$ cat src/hw/rtl/base64_stream_encoder_defines.svh
// assertion macros shared by the base64 stream encoder rtl
// no dependencies; included by the files that carry assertions
`ifndef BASE64_STREAM_ENCODER_DEFINES_SVH
`define BASE64_STREAM_ENCODER_DEFINES_SVH

// condition holds at every clock outside reset
`define B64E_ASSERT_ALWAYS(label, clk, rst, cond, msg) \
   label: assert property (@(posedge clk) disable iff (rst) (cond)) else $error(msg);

// antecedent in one cycle implies consequent in the same cycle
`define B64E_ASSERT_IMPLIES(label, clk, rst, ante, cons, msg) \
   label: assert property (@(posedge clk) disable iff (rst) (ante) |-> (cons)) else $error(msg);

// antecedent in one cycle implies consequent in the next cycle
`define B64E_ASSERT_NEXT(label, clk, rst, ante, cons, msg) \
   label: assert property (@(posedge clk) disable iff (rst) (ante) |=> (cons)) else $error(msg);

`endif

$ cat src/hw/rtl/b64e_pkg.sv
// types, constants and the alphabet lookup of the base64 stream encoder
// no dependencies; used by every module of the block
package b64e_pkg;

   localparam logic [7:0] PAD_CHAR = 8'd61;

   typedef logic [1:0] slot_type;
   localparam slot_type SLOT_FIRST  = 2'd0;
   localparam slot_type SLOT_SECOND = 2'd1;
   localparam slot_type SLOT_THIRD  = 2'd2;
   localparam slot_type SLOT_FOURTH = 2'd3;

   // one accepted byte turned into up to four characters
   typedef struct packed {
      logic [3:0][5:0] sym;       // six-bit alphabet indexes
      logic [3:0]      pad;       // slot is an '=' pad
      slot_type        last_slot; // final slot of this byte
      logic            fin;       // byte ended the message
   } job_type;

   typedef struct packed {
      logic empty;
      logic full;
   } fifo_status_type;

   function automatic logic [7:0] b64e_alphabet(input logic [5:0] idx);
      logic [7:0] code;
      code = {2'b00, idx};
      if (idx < 6'd26) begin
         b64e_alphabet = code + 8'd65;
      end else if (idx < 6'd52) begin
         b64e_alphabet = code + 8'd71;
      end else if (idx < 6'd62) begin
         b64e_alphabet = code - 8'd4;
      end else if (idx == 6'd62) begin
         b64e_alphabet = 8'd43;
      end else begin
         b64e_alphabet = 8'd47;
      end
   endfunction

endpackage

$ cat src/hw/rtl/b64e_if.sv
// valid/ready channel interfaces for message bytes and encoded characters
// no dependencies
interface b64e_req_if;
   logic       valid;
   logic       ready;
   logic [7:0] data_byte;
   logic       end_of_message;

   modport source (output valid, output data_byte, output end_of_message, input ready);
   modport sink (input valid, input data_byte, input end_of_message, output ready);
endinterface

interface b64e_rsp_if;
   logic       valid;
   logic       ready;
   logic [7:0] ascii_char;
   logic       last_char;

   modport source (output valid, output ascii_char, output last_char, input ready);
   modport sink (input valid, input ascii_char, input last_char, output ready);
endinterface

$ cat src/hw/rtl/b64e_front.sv
// front end: takes message bytes, tracks the group position, builds character jobs
// depends on b64e_pkg and b64e_req_if
module b64e_front (
   input  logic               clock,
   input  logic               reset,
   b64e_req_if.sink           req_if,
   output b64e_pkg::job_type  job,
   output logic               job_valid,
   input  logic               job_ready
);
   import b64e_pkg::*;

   typedef enum logic [1:0] {
      POS_FIRST  = 2'd0,
      POS_SECOND = 2'd1,
      POS_THIRD  = 2'd2
   } pos_type;

   pos_type    pos_ff, pos_in;
   logic [3:0] left_ff, left_in;
   logic [7:0] b;
   logic       fin;
   logic       take;

   assign req_if.ready = job_ready;
   assign job_valid    = req_if.valid;
   assign take         = req_if.valid & job_ready;
   assign b            = req_if.data_byte;
   assign fin          = req_if.end_of_message;

   always_comb begin
      job     = '0;
      job.fin = fin;
      pos_in  = POS_FIRST;
      left_in = 4'd0;
      case (pos_ff)
         POS_SECOND: begin
            job.sym[0]    = {left_ff[1:0], b[7:4]};
            job.sym[1]    = {b[3:0], 2'b00};
            job.last_slot = fin ? SLOT_THIRD : SLOT_FIRST;
            if (fin) begin
               job.pad[2] = 1'b1;
            end else begin
               pos_in  = POS_THIRD;
               left_in = b[3:0];
            end
         end
         POS_THIRD: begin
            job.sym[0]    = {left_ff, b[7:6]};
            job.sym[1]    = b[5:0];
            job.last_slot = SLOT_SECOND;
         end
         default: begin
            job.sym[0]    = b[7:2];
            job.sym[1]    = {b[1:0], 4'b0000};
            job.last_slot = fin ? SLOT_FOURTH : SLOT_FIRST;
            if (fin) begin
               job.pad[2] = 1'b1;
               job.pad[3] = 1'b1;
            end else begin
               pos_in  = POS_SECOND;
               left_in = {2'b00, b[1:0]};
            end
         end
      endcase
   end

   always_ff @(posedge clock) begin
      if (reset) begin
         pos_ff  <= POS_FIRST;
         left_ff <= 4'd0;
      end else if (take) begin
         pos_ff  <= pos_in;
         left_ff <= left_in;
      end
   end

endmodule

$ cat src/hw/rtl/b64e_fifo.sv
// short job queue between the front end and the character emitter
// depends on b64e_pkg
module b64e_fifo #(
   parameter int DEPTH = 4
) (
   input  logic                      clock,
   input  logic                      reset,
   input  b64e_pkg::job_type         push_job,
   input  logic                      push,
   input  logic                      pop,
   output b64e_pkg::job_type         head_job,
   output b64e_pkg::fifo_status_type status
);
   import b64e_pkg::*;

   localparam int PTR_W = $clog2(DEPTH);
   localparam logic [PTR_W-1:0] PTR_LAST = PTR_W'(DEPTH - 1);

   job_type          mem_ff [DEPTH];
   logic [PTR_W-1:0] wr_ptr_ff, rd_ptr_ff;
   logic [PTR_W:0]   count_ff;
   logic             do_push, do_pop;

   assign status.empty = (count_ff == '0);
   assign status.full  = (count_ff == (PTR_W+1)'(DEPTH));
   assign do_push      = push & ~status.full;
   assign do_pop       = pop & ~status.empty;
   assign head_job     = mem_ff[rd_ptr_ff];

   always_ff @(posedge clock) begin
      if (do_push) begin
         mem_ff[wr_ptr_ff] <= push_job;
      end
   end

   always_ff @(posedge clock) begin
      if (reset) begin
         wr_ptr_ff <= '0;
         rd_ptr_ff <= '0;
         count_ff  <= '0;
      end else begin
         if (do_push) begin
            wr_ptr_ff <= (wr_ptr_ff == PTR_LAST) ? '0 : wr_ptr_ff + 1'b1;
         end
         if (do_pop) begin
            rd_ptr_ff <= (rd_ptr_ff == PTR_LAST) ? '0 : rd_ptr_ff + 1'b1;
         end
         if (do_push && !do_pop) begin
            count_ff <= count_ff + 1'b1;
         end else if (do_pop && !do_push) begin
            count_ff <= count_ff - 1'b1;
         end
      end
   end

endmodule

$ cat src/hw/rtl/b64e_back.sv
// back end: steps through the slots of each job, one character per cycle while a
// job is queued and the sink is ready; depends on b64e_pkg and b64e_rsp_if
module b64e_back (
   input  logic              clock,
   input  logic              reset,
   input  b64e_pkg::job_type head_job,
   input  logic              head_valid,
   output logic              head_pop,
   b64e_rsp_if.source        rsp_if
);
   import b64e_pkg::*;

   slot_type   slot_ff;
   logic       out_valid_ff;
   logic [7:0] char_ff, char_in;
   logic       last_ff, last_in;
   logic       load;
   logic       slot_done;

   assign load      = head_valid & (~out_valid_ff | rsp_if.ready);
   assign slot_done = (slot_ff == head_job.last_slot);
   assign head_pop  = load & slot_done;

   always_comb begin
      char_in = head_job.pad[slot_ff] ? PAD_CHAR : b64e_alphabet(head_job.sym[slot_ff]);
      last_in = slot_done & head_job.fin;
   end

   // output register: next character loads while the current one is taken
   always_ff @(posedge clock) begin
      if (reset) begin
         slot_ff      <= SLOT_FIRST;
         out_valid_ff <= 1'b0;
      end else begin
         if (load) begin
            out_valid_ff <= 1'b1;
            slot_ff      <= slot_done ? SLOT_FIRST : slot_ff + 1'b1;
         end else if (rsp_if.ready) begin
            out_valid_ff <= 1'b0;
         end
      end
   end

   always_ff @(posedge clock) begin
      if (load) begin
         char_ff <= char_in;
         last_ff <= last_in;
      end
   end

   assign rsp_if.valid      = out_valid_ff;
   assign rsp_if.ascii_char = char_ff;
   assign rsp_if.last_char  = last_ff;

endmodule

$ cat src/hw/rtl/base64_stream_encoder.sv
// channel   | dir | payload                      | handshake
// req_if    | in  | data_byte, end_of_message    | valid/ready
// rsp_if    | out | ascii_char, last_char        | valid/ready
//
// one character leaves per cycle from the back end's output register while jobs
// are queued and the sink is ready; a byte makes one or two characters and a
// final byte up to four; a full group of three bytes makes four characters and
// a one-byte message four, all through the single character path of the back end.
// bytes enter back to back while the job queue has room. reset is synchronous
// and clears the group position, the queue and the output register's valid flag.
// depends on b64e_pkg, b64e_if, b64e_front, b64e_fifo, b64e_back
module base64_stream_encoder #(
   parameter int QUEUE_DEPTH = 4
) (
   input  logic        clock,
   input  logic        reset,
   b64e_req_if.sink    req_if,
   b64e_rsp_if.source  rsp_if
);
   import b64e_pkg::*;
   `include "base64_stream_encoder_defines.svh"

   job_type         front_job;
   logic            front_valid;
   job_type         head_job;
   logic            head_pop;
   fifo_status_type q_status;

   b64e_front u_front (
      .clock     (clock),
      .reset     (reset),
      .req_if    (req_if),
      .job       (front_job),
      .job_valid (front_valid),
      .job_ready (~q_status.full)
   );

   b64e_fifo #(.DEPTH(QUEUE_DEPTH)) u_fifo (
      .clock    (clock),
      .reset    (reset),
      .push_job (front_job),
      .push     (front_valid),
      .pop      (head_pop),
      .head_job (head_job),
      .status   (q_status)
   );

   b64e_back u_back (
      .clock      (clock),
      .reset      (reset),
      .head_job   (head_job),
      .head_valid (~q_status.empty),
      .head_pop   (head_pop),
      .rsp_if     (rsp_if)
   );

   `B64E_ASSERT_ALWAYS(a_queue_state, clock, reset, !(q_status.full && q_status.empty), "queue both full and empty")
   `B64E_ASSERT_IMPLIES(a_pad_slots, clock, reset, front_valid && front_job.pad[3], front_job.fin && front_job.last_slot == SLOT_FOURTH, "double pad without final slot four")
   `B64E_ASSERT_NEXT(a_pop_emits, clock, reset, head_pop, rsp_if.valid, "job slot popped without a character")

endmodule

$ cat src/flat_wrapper.sv
// flat-port wrapper written by rule: the top's interface ports become plain ports
module base64_stream_encoder_flat import b64e_pkg::*;
#(
   parameter int QUEUE_DEPTH = 4
)
  (clock, reset, req_if_valid, req_if_data_byte, req_if_end_of_message, req_if_ready, rsp_if_valid, rsp_if_ascii_char, rsp_if_last_char, rsp_if_ready);
  b64e_req_if req_if_i ();
  b64e_rsp_if rsp_if_i ();
  input  logic clock;
  input  logic reset;
  input wire logic [$bits(req_if_i.valid)-1:0] req_if_valid;
  input wire logic [$bits(req_if_i.data_byte)-1:0] req_if_data_byte;
  input wire logic [$bits(req_if_i.end_of_message)-1:0] req_if_end_of_message;
  output wire logic [$bits(req_if_i.ready)-1:0] req_if_ready;
  output wire logic [$bits(rsp_if_i.valid)-1:0] rsp_if_valid;
  output wire logic [$bits(rsp_if_i.ascii_char)-1:0] rsp_if_ascii_char;
  output wire logic [$bits(rsp_if_i.last_char)-1:0] rsp_if_last_char;
  input wire logic [$bits(rsp_if_i.ready)-1:0] rsp_if_ready;
  assign req_if_i.valid = req_if_valid;
  assign req_if_i.data_byte = req_if_data_byte;
  assign req_if_i.end_of_message = req_if_end_of_message;
  assign req_if_ready = req_if_i.ready;
  assign rsp_if_valid = rsp_if_i.valid;
  assign rsp_if_ascii_char = rsp_if_i.ascii_char;
  assign rsp_if_last_char = rsp_if_i.last_char;
  assign rsp_if_i.ready = rsp_if_ready;
  base64_stream_encoder #(.QUEUE_DEPTH(QUEUE_DEPTH)) u_core (.clock(clock), .reset(reset), .req_if(req_if_i), .rsp_if(rsp_if_i));
endmodule
$ cat config.mk
export PLATFORM = sky130hd
export DESIGN_NAME = base64_stream_encoder_flat
export DESIGN_NICKNAME = d
export VERILOG_FILES = /design/src/hw/rtl/b64e_pkg.sv /design/src/hw/rtl/b64e_if.sv /design/src/hw/rtl/b64e_front.sv /design/src/hw/rtl/b64e_fifo.sv /design/src/hw/rtl/b64e_back.sv /design/src/hw/rtl/base64_stream_encoder.sv /design/src/flat_wrapper.sv
export VERILOG_INCLUDE_DIRS = /design/src /design/src/hw/rtl
export SDC_FILE = /design/constraint.sdc
export NUM_CORES = 1
export LEC_CHECK = 0
export BUFFER_PORTS_ARGS = -buffer_cell sky130_fd_sc_hd__buf_4
export CAP_MARGIN = 40
export CORE_MARGIN = 2
export CORE_UTILIZATION = 57
export DETAILED_ROUTE_END_ITERATION = 8
export GPL_TIMING_DRIVEN = 0
export PLACE_DENSITY = 0.87
export RECOVER_POWER = 50
export SYNTH_ARGS = -nofsm -noshare
export SYNTH_HDL_FRONTEND = slang
export SYNTH_HIERARCHICAL = 1
export SYNTH_SLANG_ARGS = --single-unit
$ cat constraint.sdc
create_clock -name clock -period 3.33 [get_ports clock]
set_input_delay 0.4995 -clock clock [delete_from_list [all_inputs] [get_ports clock]]
set_output_delay 0.4995 -clock clock [all_outputs]
set_load 0.01 [all_outputs]
# Yosys cells after proc, flatten, opt, wreduce, memory -nomap -nowiden
# Memories as Yosys holds them, arrays and structs flattened. A register that Yosys moved wholly into a read port is not among the register bits.
# Index checks and enable logic that the tools add are counted.
[totals]
ramBits = 68
ff_bits = 25
mem_bits_ro = 0
latch_bits = 0
n_memories = 1
[mem_list]
columns = ["memory", "depth", "width", "rd", "rd_ports_with_merged_regs", "wr", "line_no", "rtl"]
rows = [
  ["u_core.u_fifo.mem_ff", 4, 17, 1, 1, 1, "b64e_fifo.sv:19", "job_type mem_ff [DEPTH];"],
]
[op_classes]
n_eq_ne = 7
reduce_logical = 8
add_sub_neg = 8
n_lt_le_gt_ge = 4
shift = 0
n_bitwise = 9
div_mod_pow = 0
mux = 32
mul = 0
[ops]
columns = ["cell", "count"]
rows = [
  ["$mux 8", 3],
  ["$pmux 12 s2", 1],
  ["$mux 2", 9],
  ["$add 6x7->8 const B", 2],
  ["$bmux 6 s2", 1],
  ["$lt 6x6->1 const B", 2],
  ["$mux 3", 3],
  ["$mux 1", 8],
  ["$pmux 2 s2", 2],
  ["$pmux 4 s2", 1],
  ["$sub 6x3->7 const B", 1],
  ["$add 2x1->2 const B", 3],
  ["$eq 2x2->1 const B", 3],
  ["$eq 6x6->1 const B", 1],
  ["$lt 6x5->1 const B", 1],
  ["$mux 6", 1],
  ["$and 1x1->1", 5],
  ["$mux 4", 1],
  ["$reduce_bool 2->1", 2],
  ["$add 3x1->3 const B", 1],
  ["$eq 3x3->1 const B", 1],
  ["$logic_not 3->1", 1],
  ["$lt 2x3->1 const B", 1],
  ["$not 1->1", 3],
  ["9 further kinds", 11],
]

# Longest topological paths before layout
[depth]
ltp_word = 8
mapped_depth = 11
ltp_nobuf = 11

# By module
# The synthesis kept the hierarchy.
[by_module_without_submodules]
columns = ["module", "instances", "cells_each", "seq_area_each_um2", "area_each_um2"]
rows = [
  ["b64e_fifo", 1, 211, 3903.7, 4958.5],
  ["b64e_back", 1, 106, 330.3, 1056.0],
  ["b64e_front", 1, 79, 120.1, 618.1],
  ["base64_stream_encoder", 1, 2, 0.0, 7.5],
]

# Worst setup path after synthesis
# No wires, ideal clock.
[synth_path]
kind = "register to register"
start = "register with a tool-made name"
end = "register u_core.u_back.char_ff[3], in the netlist u_core/u_back/rsp_if.ascii_char[3] (data pin)"
setup_time_ns = 0.272
setup_slack_ns = 0.165
stages_incl_launch_ff = 12
period_less_slack_ns = 3.165
arrival_ns = 2.893
path_cell_list = "dfxtp_1 -> buf_4 -> mux4_2 -> mux4_2 -> clkbuf_1 -> inv_1 -> ha_1 -> and3b_1 -> clkbuf_1 -> mux2i_1 -> a2111oi_0 -> a21oi_1"
[synth_lines]
columns = ["element", "line_no", "rtl"]
rows = [
  ["to (signal assigned)", "b64e_back.sv:46", "char_ff <= char_in;"],
  ["to (decl)", "b64e_back.sv:15", "logic [7:0] char_ff, char_in;"],
]

==> impl_metrics.env <==
export IMPL_worstMarginPinSlew_ns=1.658
export IMPL_route_detailed_wl_per_inst_um=20.95
export IMPL_arrival_ns=3.34
export IMPL_power_uw=6045
export IMPL_firstDrtPassIters=5
export IMPL_peakVddDrop_mv=0.4774
export IMPL_h_tree_depth=4
export IMPL_rows=39
export IMPL_ys_async_sr_fraction=0
export IMPL_min_path_type="input port to flop"
export IMPL_hold_start="reset"
export IMPL_netlist_area_um2=6640
export IMPL_synth_seq_cells=151
export IMPL_stdcell_area_um2=7565
export IMPL_syn_inst=398
export IMPL_cts_buffers=17
export IMPL_critPathCaptureType="flop"
export IMPL_global_route_overflow_total=0
export IMPL_skew_ns=0.009462
export IMPL_synth_seq_area_share=0.6557
export IMPL_dp_cells=577
export IMPL_synthFlopType="edfxtp_1"
export IMPL_cp_max_fo=10
export IMPL_die_width_um=111.9
export IMPL_rsz0062_at_grt="no"
export IMPL_crit_chain="buf_8, mux4_2, mux4_2, inv_1, ha_2, and3b_1, mux2i_1, a2111oi_1, a21oi_1"
export IMPL_grt_max_degree=32
export IMPL_routabilityCongestion=0.9144
export IMPL_path_clk_slew_ns=0.06
export IMPL_ctsHoldBuffers=0
export IMPL_antenna_found_initial=0
export IMPL_hold_depth=2
export IMPL_hold_end="u_core/u_front/pos_ff[0]"
export IMPL_reg2regPathDepth=9
export IMPL_syn_avg_cell_area_um2=16.68
export IMPL_first_iter_violations=364
export IMPL_cpLargestDelayFamily="multiplexers"
export IMPL_io_pins=24
export IMPL_path_common_cell="mux4_2"
export IMPL_cts_tree="done"
export IMPL_slew_viol_final=64
export IMPL_initial_core_util=0.5840
export IMPL_vias=3675
export IMPL_slowest_stage="mux4_2"
export IMPL_grt_first_pass_wirelength_mm=20.47
export IMPL_start_kind="flop"
export IMPL_critPathRequiredTime_ns=3.47
export IMPL_nets=481
export IMPL_dieHeight_um=111.9
export IMPL_place_hpwl_mm=8.351
export IMPL_clk_insertion_delay_late_ns=0.41
export IMPL_port_buffers=23
export IMPL_finalCritPeriodShare=0.9608
export IMPL_min_period_ns=3.199
export IMPL_status="finished, violations left"
export IMPL_finalSetupViolations=0
export IMPL_die_area_um2=12530
export IMPL_cpPeakStageDelay_ns=0.55
export IMPL_vias_per_cell=6.034
export IMPL_criticalPathCategory="flop to flop"
export IMPL_cts_root_buffer="clkbuf_16"
export IMPL_wl_mm=12.76
export IMPL_r2r_end="u_core/u_back/rsp_if.ascii_char[3]"
export IMPL_setup_slack_ns=0.1306
export IMPL_num_antenna_cells=0
export IMPL_hold_violations=0
export IMPL_drtAntennaViolNets=0
export IMPL_grtUsageTotal=0.2174
export IMPL_power_density_nw_per_um2=799.1
export IMPL_utilization=0.6653
export IMPL_drive_gt1_frac=0.2511
export IMPL_drc=0
export IMPL_relSlewSlack=-0.1053
export IMPL_fin_cells=609
export IMPL_areaGrowthSynthToFinish_pct=13.93
export IMPL_synth_edf_count=133
export IMPL_synth_cell_type_count=58
export IMPL_p_leak_uw=0.002630
export IMPL_ys_warn_count=6
export IMPL_fmax_mhz=312.6
export IMPL_grt_pass1_vias=3827
export IMPL_r2r_slack_ns=0.13
export IMPL_cts_sinks=151
export IMPL_maxCapViolations=2
export IMPL_dpl_instance_area_um2=7046
export IMPL_core_um2=11370
export IMPL_path_buf_inv=2
export IMPL_violations="max-capacitance violations, max-slew violations"
export IMPL_pre_cts_ws_ns=-0.4098
export IMPL_clk_path_buf_depth=2
-- placed cells by master, fill, tap and decap left out, types with 2 or more instances in the layout --
| cell type | n |
|---|---|
| inv_1 | 15 |
| xor2_1 | 4 |
| nand2_1 | 15 |
| mux4_2 | 35 |
| and3_1 | 3 |
| mux2_1 | 2 |
| nand3_1 | 6 |
| clkbuf_8 | 4 |
| a21oi_1 | 12 |
| nor2b_1 | 3 |
| and2_0 | 4 |
| o21bai_1 | 2 |
| buf_2 | 5 |
| edfxtp_1 | 133 |
| o21ai_0 | 13 |
| and3_2 | 2 |
| clkbuf_1 | 21 |
| a22oi_1 | 11 |
| nand2b_1 | 2 |
| mux2i_1 | 4 |
| a31oi_1 | 3 |
| nor3_1 | 5 |
| buf_4 | 30 |
| mux4_1 | 3 |
| nor2_1 | 12 |
| or3_1 | 4 |
| nand4_1 | 2 |
| dfxtp_1 | 17 |
| buf_6 | 2 |
| conb_1 | 14 |
| a21o_1 | 3 |
| clkinvlp_4 | 3 |
| o31ai_2 | 2 |
| a211oi_1 | 2 |
| clkinv_2 | 4 |
| a32o_1 | 4 |
| clkbuf_16 | 17 |
| ha_1 | 13 |
| buf_8 | 3 |
-- cell usage after synthesis (5+ instances only) --
| cell | number | share of area |
|---|---|---|
| o21ai_0 | 13 | 0.0098 |
| ha_1 | 14 | 0.026 |
| nor3_1 | 5 | 0.0038 |
| a21oi_1 | 13 | 0.0098 |
| dfxtp_1 | 18 | 0.054 |
| and2_1 | 5 | 0.0047 |
| inv_1 | 15 | 0.0085 |
| edfxtp_1 | 133 | 0.60 |
| mux4_2 | 35 | 0.12 |
| and3_1 | 5 | 0.0047 |
| nor2_1 | 11 | 0.0062 |
| a22oi_1 | 11 | 0.012 |
| buf_2 | 5 | 0.0038 |
| buf_4 | 20 | 0.023 |
| nand3_1 | 6 | 0.0045 |
| nand2_1 | 15 | 0.0085 |
-- timing repair --
action                     CTS  global route
setup buffers                2             0
hold endpoints to repair     0             0
setup endpoints to repair    6             3
resized for setup           10             4
-- flip-flops by register name (all words and copies together), names as in the netlist, named ones only --
| signal | flops |
|---|---|
| u_core/u_back/rsp_if.ascii_char | 8 |
| u_core/u_fifo/count_ff | 3 |
| u_core/u_fifo/mem_ff | 124 |
| u_core/u_back/slot_ff | 2 |
| u_core/u_fifo/rd_ptr_ff | 2 |
| u_core/u_front/left_ff | 4 |
| u_core/u_back/rsp_if.last_char | 1 |
| u_core/u_fifo/wr_ptr_ff | 2 |
| u_core/u_front/pos_ff | 2 |
| u_core/u_back/rsp_if.valid | 1 |
-- final cells by class --
| type | instances | area [um^2] |
|---|---|---|
| plain buffers | 33 | 239.0 |
| clock buffers | 24 | 491.7 |
| clock inverters | 8 | 51.30 |
| fillers | 741 | 3805 |
| inverters | 17 | 78.83 |
| multi-input cells | 208 | 2021 |
| flip-flops and latches | 151 | 4358 |
| well taps | 143 | 178.9 |
| repair buffers | 25 | 146.4 |
-- logic make-up after synthesis --
family          share of synthesized area
compound gates                    0.06444
xor+xnor                         0.005276
fa+ha+maj                         0.02940
buf+inv                           0.04786
flops                              0.6557
mux                                0.1400
other cells                     0.0005647
simple gates                      0.05672
-- where the power goes --
group,internal (uW),switching [uW]
registers,2400,112
logic,770,1040
clock network,1030,695
total,4190,1850
-- layer usage --
layer  vias up  track usage  share of wire
met2       159       0.3673           0.53
li1       1652            -              -
met5         -            0              0
met1      1848       0.2811           0.40
met3        16      0.05661          0.057
met4         0      0.06585          0.014
-- how the worst max path moves through the flow --
stage | cells past startpoint | to | startpoint
after CTS | 10 | u_core/u_back/rsp_if.ascii_char[3] | flop
after detailed placement | 11 | u_core/u_back/rsp_if.ascii_char[3] | flop
final | 9 | u_core/u_back/rsp_if.ascii_char[3] | flop
after global placement | 11 | u_core/u_back/rsp_if.ascii_char[3] | flop
after global routing | 11 | u_core/u_fifo/count_ff[2] | flop
after floorplan | 11 | u_core/u_back/rsp_if.ascii_char[3] | flop
-- per-stage QoR --
stage	TNS, ns	hold WS [ns]
after floorplan	0	0.4428
after global placement	-0.5799	0.4543
after detailed placement	-0.8161	0.4624
after CTS	0	0.3074
after global routing	0	0.3159
final	0	0.3231
Power figures use the tool's default switching activity.
